<file path="src/vlq_pkg.sv">
// Shared types for the variable-length quantity encoder.
`default_nettype none

package vlq_pkg;

    localparam int unsigned MAX_BYTES = 5;
    localparam logic [7:0] CONT_BIT   = 8'h80;

    // Byte count of one encoding, 1 to 5.
    typedef logic [2:0] vlq_cnt_t;

    // One classified item: groups least significant first, continuation bits set on all but group 0.
    typedef struct packed {
        logic [MAX_BYTES-1:0][7:0] grp;
        vlq_cnt_t                  cnt;
    } vlq_item_t;

    // Queue status seen by the input handshake and the back end.
    typedef struct packed {
        logic empty;
        logic full;
    } vlq_qstat_t;

endpackage

`default_nettype wire

</file>
<file path="src/vlq_front.sv">
// Front end: splits a word into groups of up to 7 bits and sizes the encoding.
`default_nettype none

module vlq_front (
    input  wire logic              op,
    input  wire logic [31:0]       value,
    output vlq_pkg::vlq_item_t     item
);

    logic        neg;
    logic [31:0] mag;
    logic [25:0] rest;
    logic [7:0]  g0;

    always_comb
    begin
        neg  = op & value[31];
        mag  = neg ? (~value + 32'd1) : value;
        rest = op ? mag[31:6] : {1'b0, value[31:7]};
        g0   = op ? {1'b0, neg, mag[5:0]} : {1'b0, value[6:0]};

        item.grp[0] = g0;
        item.grp[1] = vlq_pkg::CONT_BIT | {1'b0, rest[6:0]};
        item.grp[2] = vlq_pkg::CONT_BIT | {1'b0, rest[13:7]};
        item.grp[3] = vlq_pkg::CONT_BIT | {1'b0, rest[20:14]};
        item.grp[4] = vlq_pkg::CONT_BIT | {3'b000, rest[25:21]};

        priority if (rest[25:21] != 5'd0)
            item.cnt = 3'd5;
        else if (rest[20:14] != 7'd0)
            item.cnt = 3'd4;
        else if (rest[13:7] != 7'd0)
            item.cnt = 3'd3;
        else if (rest[6:0] != 7'd0)
            item.cnt = 3'd2;
        else
            item.cnt = 3'd1;
    end

endmodule

`default_nettype wire

</file>
<file path="src/vlq_queue.sv">
// Short FIFO of classified items between front and back ends.
`default_nettype none

module vlq_queue #(
    parameter int unsigned DEPTH = 2
) (
    input  wire logic               clk,
    input  wire logic               rst_n,
    input  wire logic               push,
    input  wire vlq_pkg::vlq_item_t wr_item,
    input  wire logic               pop,
    output vlq_pkg::vlq_item_t      head,
    output vlq_pkg::vlq_qstat_t     stat
);

    localparam int unsigned PTR_W = (DEPTH > 1) ? $clog2(DEPTH) : 1;
    localparam int unsigned CNT_W = $clog2(DEPTH + 1);

    vlq_pkg::vlq_item_t mem_reg [DEPTH];
    logic [PTR_W-1:0]   wr_ptr_reg, wr_ptr_next;
    logic [PTR_W-1:0]   rd_ptr_reg, rd_ptr_next;
    logic [CNT_W-1:0]   count_reg, count_next;

    always_comb
    begin
        stat.empty = (count_reg == CNT_W'(0));
        stat.full  = (count_reg == CNT_W'(DEPTH));
        head       = mem_reg[rd_ptr_reg];

        wr_ptr_next = wr_ptr_reg;
        if (push)
            wr_ptr_next = (wr_ptr_reg == PTR_W'(DEPTH - 1)) ? PTR_W'(0)
                                                           : wr_ptr_reg + PTR_W'(1);
        rd_ptr_next = rd_ptr_reg;
        if (pop)
            rd_ptr_next = (rd_ptr_reg == PTR_W'(DEPTH - 1)) ? PTR_W'(0)
                                                           : rd_ptr_reg + PTR_W'(1);
        count_next = count_reg;
        if (push && !pop)
            count_next = count_reg + CNT_W'(1);
        else if (pop && !push)
            count_next = count_reg - CNT_W'(1);
    end

    always_ff @(posedge clk)
    begin
        if (push)
            mem_reg[wr_ptr_reg] <= wr_item;
    end

    always_ff @(posedge clk or negedge rst_n)
    begin
        if (!rst_n)
        begin
            wr_ptr_reg <= '0;
            rd_ptr_reg <= '0;
            count_reg  <= '0;
        end
        else
        begin
            wr_ptr_reg <= wr_ptr_next;
            rd_ptr_reg <= rd_ptr_next;
            count_reg  <= count_next;
        end
    end

`ifndef SYNTHESIS
    a_count_bound: assert property (@(posedge clk) disable iff (!rst_n)
        count_reg <= CNT_W'(DEPTH))
        else $error("queue count over depth");

    a_no_underflow: assert property (@(posedge clk) disable iff (!rst_n)
        !(pop && stat.empty))
        else $error("pop from empty queue");

    a_push_grows: assert property (@(posedge clk) disable iff (!rst_n)
        (push && !pop) |=> count_reg == $past(count_reg) + CNT_W'(1))
        else $error("push lost");
`endif

endmodule

`default_nettype wire

</file>
<file path="src/vlq_back.sv">
// Back end: emits queued groups, most significant first, a byte per cycle unless stalled.
`default_nettype none

module vlq_back (
    input  wire logic                clk,
    input  wire logic                rst_n,
    input  wire vlq_pkg::vlq_item_t  head,
    input  wire vlq_pkg::vlq_qstat_t qstat,
    output logic                     pop,
    output logic                     out_valid,
    input  wire logic                out_ready,
    output logic [7:0]               code_byte,
    output logic                     last
);

    logic              act_reg, act_next;
    vlq_pkg::vlq_cnt_t pos_reg, pos_next;
    logic              out_valid_reg, out_valid_next;
    logic [7:0]        code_byte_reg, code_byte_next;
    logic              last_reg, last_next;

    logic              advance;
    vlq_pkg::vlq_cnt_t sel;
    logic [7:0]        sel_byte;

    always_comb
    begin
        advance = !qstat.empty && (!out_valid_reg || out_ready);
        sel     = act_reg ? pos_reg : head.cnt - 3'd1;

        unique case (sel)
            3'd0:    sel_byte = head.grp[0];
            3'd1:    sel_byte = head.grp[1];
            3'd2:    sel_byte = head.grp[2];
            3'd3:    sel_byte = head.grp[3];
            3'd4:    sel_byte = head.grp[4];
            default: sel_byte = 8'h00;
        endcase

        pop            = advance && (sel == 3'd0);
        act_next       = act_reg;
        pos_next       = pos_reg;
        out_valid_next = out_valid_reg;
        code_byte_next = code_byte_reg;
        last_next      = last_reg;

        if (advance)
        begin
            act_next       = (sel != 3'd0);
            pos_next       = sel - 3'd1;
            out_valid_next = 1'b1;
            code_byte_next = sel_byte;
            last_next      = (sel == 3'd0);
        end
        else if (out_ready)
            out_valid_next = 1'b0;

        out_valid = out_valid_reg;
        code_byte = code_byte_reg;
        last      = last_reg;
    end

    always_ff @(posedge clk)
    begin
        code_byte_reg <= code_byte_next;
        last_reg      <= last_next;
        pos_reg       <= pos_next;
    end

    always_ff @(posedge clk or negedge rst_n)
    begin
        if (!rst_n)
        begin
            act_reg       <= 1'b0;
            out_valid_reg <= 1'b0;
        end
        else
        begin
            act_reg       <= act_next;
            out_valid_reg <= out_valid_next;
        end
    end

`ifndef SYNTHESIS
    a_cont_bit: assert property (@(posedge clk) disable iff (!rst_n)
        out_valid_reg |-> (code_byte_reg[7] != last_reg))
        else $error("continuation bit disagrees with last");

    a_active_has_item: assert property (@(posedge clk) disable iff (!rst_n)
        act_reg |-> !qstat.empty)
        else $error("mid-item with empty queue");
`endif

endmodule

`default_nettype wire

</file>
<file path="src/vlq_encoder.sv">
// Top level of the variable-length quantity encoder.
//
//  channel | signals                      | dir | transaction
//  --------+------------------------------+-----+-------------------------------
//  in      | in_valid in_ready op value   | in  | one 32-bit word to encode
//  out     | out_valid out_ready code_byte| out | one encoded byte, last on final
//          | last                         |     |
//
// A word of n bytes (1 to 5) occupies the byte serializer until all n are
// sent; the serializer's one-byte-per-cycle output, when out_ready does not
// stall it, sets the sustained rate. An accepted word is written into the
// queue and then loaded into the output register as its first byte.
// rst_n is asynchronous and active low; it empties the queue and drops out_valid.
// out_ready low holds the output register; the queue keeps taking words until
// it is full, then in_ready drops.
`default_nettype none

module vlq_encoder #(
    parameter int unsigned QUEUE_DEPTH = 2   // items buffered, 2 or more
) (
    input  wire logic        clk,
    input  wire logic        rst_n,
    input  wire logic        in_valid,
    output logic             in_ready,
    input  wire logic        op,
    input  wire logic [31:0] value,
    output logic             out_valid,
    input  wire logic        out_ready,
    output logic [7:0]       code_byte,
    output logic             last
);

    vlq_pkg::vlq_item_t  front_item;
    vlq_pkg::vlq_item_t  head_item;
    vlq_pkg::vlq_qstat_t qstat;
    logic                push;
    logic                pop;

    // Front end classifies the word in the accepting cycle.
    vlq_front u_front (
        .op    (op),
        .value (value),
        .item  (front_item)
    );

    assign in_ready = !qstat.full;
    assign push     = in_valid && !qstat.full;

    vlq_queue #(
        .DEPTH (QUEUE_DEPTH)
    ) u_queue (
        .clk     (clk),
        .rst_n   (rst_n),
        .push    (push),
        .wr_item (front_item),
        .pop     (pop),
        .head    (head_item),
        .stat    (qstat)
    );

    // Back end walks the head item from its top group down.
    vlq_back u_back (
        .clk       (clk),
        .rst_n     (rst_n),
        .head      (head_item),
        .qstat     (qstat),
        .pop       (pop),
        .out_valid (out_valid),
        .out_ready (out_ready),
        .code_byte (code_byte),
        .last      (last)
    );

endmodule

`default_nettype wire

</file>
<file path="config.mk">
export PLATFORM = sky130hd
export DESIGN_NAME = vlq_encoder
export DESIGN_NICKNAME = d
export VERILOG_FILES = /design/src/vlq_pkg.sv /design/src/vlq_front.sv /design/src/vlq_queue.sv /design/src/vlq_back.sv /design/src/vlq_encoder.sv
export SDC_FILE = /design/constraint.sdc
export NUM_CORES = 1
export LEC_CHECK = 0
export BUFFER_PORTS_ARGS = -buffer_cell sky130_fd_sc_hd__buf_2
export CAP_MARGIN = 10
export CORE_MARGIN = 2
export CORE_UTILIZATION = 49
export CTS_BUF_LIST = sky130_fd_sc_hd__clkbuf_8 sky130_fd_sc_hd__clkbuf_16
export DETAILED_ROUTE_END_ITERATION = 10
export MAX_ROUTING_LAYER = met4
export PLACE_DENSITY_LB_ADDON = 0.2
export SETUP_SLACK_MARGIN = 0.5
export SLEW_MARGIN = 20
export SYNTH_ARGS = -nofsm -noshare
export SYNTH_HDL_FRONTEND = slang
export SYNTH_HIERARCHICAL = 1
export SYNTH_SLANG_ARGS = --single-unit
</file>
<file path="constraint.sdc">
create_clock -name clk -period 3.7 [get_ports clk]
set_input_delay 0.74 -clock clk [delete_from_list [all_inputs] [get_ports clk]]
set_output_delay 0.74 -clock clk [all_outputs]
set_load 0.02 [all_outputs]
</file>
* After elaboration in Yosys (flattened, before gate mapping)
Memories as Yosys holds them, arrays and structs flattened. Index checks and enable logic that the tools add are counted. W data, S select, Z words.
Word-level totals: flip-flop bits (word level) 18, memory bits (writable) 72, input port bits 37, logic and storage cells 60, memories 1
Memory list:
- u_queue.mem_reg | words 2, width 36, read ports 1, clocked after Yosys merged registers in 0, wr ports 1, RTL line vlq_queue.sv:19 | vlq_pkg::vlq_item_t mem_reg [DEPTH];
Operators by class: $add $sub $neg 7, equality and inequality tests 5, muxes and demuxes 17, bitwise operators 2, reductions and logical operators 20
Operators with widths (count):
- $pmux W8 S5 | 1
- $add A32 B1 Y32 const B | 1
- $mux W32 | 1
- $not A32 Y32 | 1
- $mux W26 | 1
- $reduce_bool A7 Y1 | 3
- $mux W3 | 4
- $mux W7 | 1
- $eq A3 B2 Y1 const B | 2
- $mux W1 | 6
- $mux W2 | 3
- $sub A3 B1 Y3 const B | 2
- $logic_and A1 B1 Y1 | 5
- $logic_not A1 Y1 | 5
- $reduce_bool A5 Y1 | 1
- $reduce_bool A2 Y1 | 2
- $eq A3 B1 Y1 const B | 1
- $eq A3 B3 Y1 const B | 1
- $logic_not A3 Y1 | 1
- $reduce_bool A3 Y1 | 1
- $add A1 B1 Y1 const B | 2
- $add A2 B1 Y2 const B | 1
- $eq A2 B2 Y1 const B | 1
- $logic_not A2 Y1 | 1
- 3 further kinds | 3

* Longest topological paths before layout
depth in word-level cells 9, gate-level depth with buffers 13, depth with buffers taken out 11

* Modules after synthesis
The synthesis kept the hierarchy.
By module, submodules not included:
- vlq_queue | instances 1, cells each 150, area an instance 3490.8 µm², sequential area each 2682.6 µm²
- vlq_front | instances 1, cells each 207, area an instance 1400.1 µm², sequential area each 0.0 µm²
- vlq_back | instances 1, cells each 78, area an instance 882.1 µm², sequential area each 410.4 µm²
- vlq_encoder | instances 1, cells each 2, area an instance 10.0 µm², sequential area each 0.0 µm²

* Least setup slack after synthesis
No wires, ideal clock.
path kind input port to flip-flop, start in value[1], end mem u_queue/mem_reg[0][2] (netlist name), data pin, setup time 0.261 ns, arrival 3.397 ns, data required time 3.439 ns, setup slack 0.042 ns, stages 11, path buffers 2, cell sequence inv_1 ha_1 or3b_1 buf_2 or4_4 buf_6 o31ai_4 xnor2_1 a2111o_1 or4_4 nand2b_1
RTL lines:
- start, declared | RTL line vlq_encoder.sv:26 | input wire logic [31:0] value,
- end, declared | RTL line vlq_queue.sv:19

==> reports/qor.yml <==
clkTransAtPathRegs_ps: 70
finClkSkew_ps: 7.053
leakagePower_uw: 0.002681
synth_cells: 437
yosysWarningCount: 6
critPathRequiredTime_ps: 3800
antenna_found_initial: 0
grt_pass1_vias: 3659
fmax_mhz: 308.7
largest_reg_flops: 86
drv_slew: 0
rr_startpoint: "u_queue/rd_ptr_reg"
reg2reg_to: "u_back/code_byte[0]"
synth-simple-area-share_pct: 11.01
met3_length_um: 438
drive_above_1_share_pct: 39.26
met2WireLength_um: 5811
hp-class: "in -> async"
wl_per_cell_um: 17.80
final_core_utilization_pct: 59.80
reg2reg_slack_ps: 1000
grt_pass1_wl_um: 18500
final_common_cell: "edfxtp_1"
cts_tree: "built"
startpoint: "value[8]"
mostFrequentLayoutCells: "edfxtp_1, buf_4, buf_2"
io_pins: 48
synth_cell_types: 63
clk_path_buf_depth: 2
dieArea_um2: 12690
dr.pass1.iters: 5
num_vias: 3771
viasPerCell: 5.714
portBuffers: 47
cts-root-buf: "clkbuf_16"
rsz0062_at_grt: "true"
drv_cap: 0
drt-initial-drc-count: 254
insertedDiodeCount: 0
arrival_ps: 3340
drt_wl_total_um: 11750
track_usage_pct: 19.21
routabilityCongestion: 0.8939
synth_area_um2: 5783
ys_seq_area_share_pct: 53.48
die_height_um: 112.6
hold_violations: 0
min_period_ps: 3239
synth_edf_count: 98
start_util_pct: 50.43
holdWs_ps: 213.8
synth_fa_ha_area_share_pct: 0.6491
synthXorXnorAreaFrac_pct: 4.392
avgSynthCellArea_um2: 13.23
area.growth.synth_to_final_pct: 18.59
fin_crit_sh_pct: 87.55
synthMuxAreaShare_pct: 14.39
synth_ff_type: "edfxtp_1"
status: "finished clean"
async_flop_share_pct: 5.769
yosys_register_bits: 104
ir_drop_uv: 477.7
nets: 552
start_kind: "input pin"
drc_errors: 0
dp_hpwl_um: 7993
grt_remaining_overflow: 0
numCtsBuffers: 9
worstSetupPathType: "in -> reg"
clock_latency_ps: 340
tightest_slew_ps: 789.6
crit_path_end: "u_queue/mem_reg[1][2]"
ff2ff_path_depth: 7
ant_nets: 0
synth_compound_area_share_pct: 10.26
synth_top_family_by_area: "multiplexers"
fin_setup_tns_ps: 0
relSlewSlack_pct: 47.25
htree_num_levels: 3
core_area_um2: 11470
highest_layer: "met4"
grt_max_degree: 44
critPathMaxFanout: 6
power_density_nw_per_um2: 645.6
fin_cells: 660
die_x_um: 112.6
cp-end-kind: "flip-flop"
clock_sinks: 104
placementRows: 39
ctsHoldBuffers: 0
setup_viol: 0
drt-met1-wl_um: 5231
place_inst: 632
## cells in the mapped netlist, types with 5 or more instances
master    count  area share, %
edfxtp_1     98             51
mux2_4       39             10
nor2_1       26            1.7
mux2i_1      19            3.3
xor2_1       17            2.6
nand2_1      16            1.0
a21oi_1      15            1.3
inv_1        13           0.84
xnor2_1      12            1.8
o21ai_0      11           0.95
or4_1        11            1.4
clkbuf_1     10           0.65
buf_4         9            1.2
o221ai_1      8            1.2
nand3_1       7           0.61
nor2b_1       7           0.76
o31ai_1       7           0.91
dfrtp_1       6            2.6
nor3_1        6           0.52
a22oi_1       5           0.65
buf_6         5           0.97
mux2_2        5           0.97
nor4_1        5           0.54
o41ai_1       5           0.76
or2_2         5           0.54
## final cells by class
| cell class | instances | area [um2] |
|---|---|---|
| Clock buffer | 9 | 225.2 |
| Clock inverter | 7 | 68.82 |
| Fill cell | 884 | 4609 |
| Inverter | 13 | 53.80 |
| Multi-Input combinational cell | 291 | 2614 |
| Sequential cell | 104 | 3094 |
| Tap cell | 143 | 178.9 |
| Timing Repair Buffer | 93 | 623.1 |
## where the power goes
part,switching [uW],internal [uW],leakage [uW]
clock network,401,524,0.000147
logic,891,765,0.00155
registers,132,1710,0.000980
## kinds of logic (layout without fill, tap and decap cells)
family | count (synthesis) | count (layout)
adders and majority gates | 3 | 3
xor gates and xnor gates | 29 | 29
and+or+nand+nor | 112 | 112
other | 2 | 7
DFF | 104 | 104
muxes | 63 | 63
AOI/OAI and AO/OA | 77 | 77
buffers and inverters | 47 | 122
## worst max-delay path, stage by stage
cell      delay (ps)
buf_8            100
or4_4            550
or4_4            560
o31ai_4          290
xnor2_2           90
a2111o_1         360
or4_4            470
nand2b_4         160
## what timing repair did
| item | in CTS | in global routing |
|---|---|---|
| endpoints found under the setup margin | 6 | 6 |
| buffers inserted | 8 | 4 |
| gates resized for setup | 21 | 34 |
| pin swaps | 10 | 13 |
## metrics by stage
| stage | area, um2 | setup WS (ps) | power (uW) |
|---|---|---|---|
| after floorplan | 5826 | 96.39 | 3182 |
| after global placement | 6211 | -30.87 | 3473 |
| after detailed placement | 6211 | -98.01 | 3506 |
| after CTS | 6656 | 496.9 | 4449 |
| after global routing | 6858 | 419.0 | 4670 |
| final | 6858 | 460.7 | 4427 |
## layer usage
| layer | GRT usage [%] | vias to the layer above |
|---|---|---|
| met2 | 30.66 | 110 |
| met3 | 2.538 | 18 |
| li1 | - | 1819 |
| met5 | - | - |
| met1 | 25.27 | 1824 |
| met4 | 7.154 | 0 |
## worst min path at each step
stage	endpoint	depth (start not counted)	slack, ps
final	u_queue/count_reg[1]	1	210
after global routing	u_queue/count_reg[1]	1	210
after CTS	u_queue/count_reg[1]	1	210
after detailed placement	u_queue/count_reg[1]	1	490
after global placement	u_queue/count_reg[1]	1	470
after floorplan	u_back/act_reg	0	440
(Power assumes the default switching activity.)
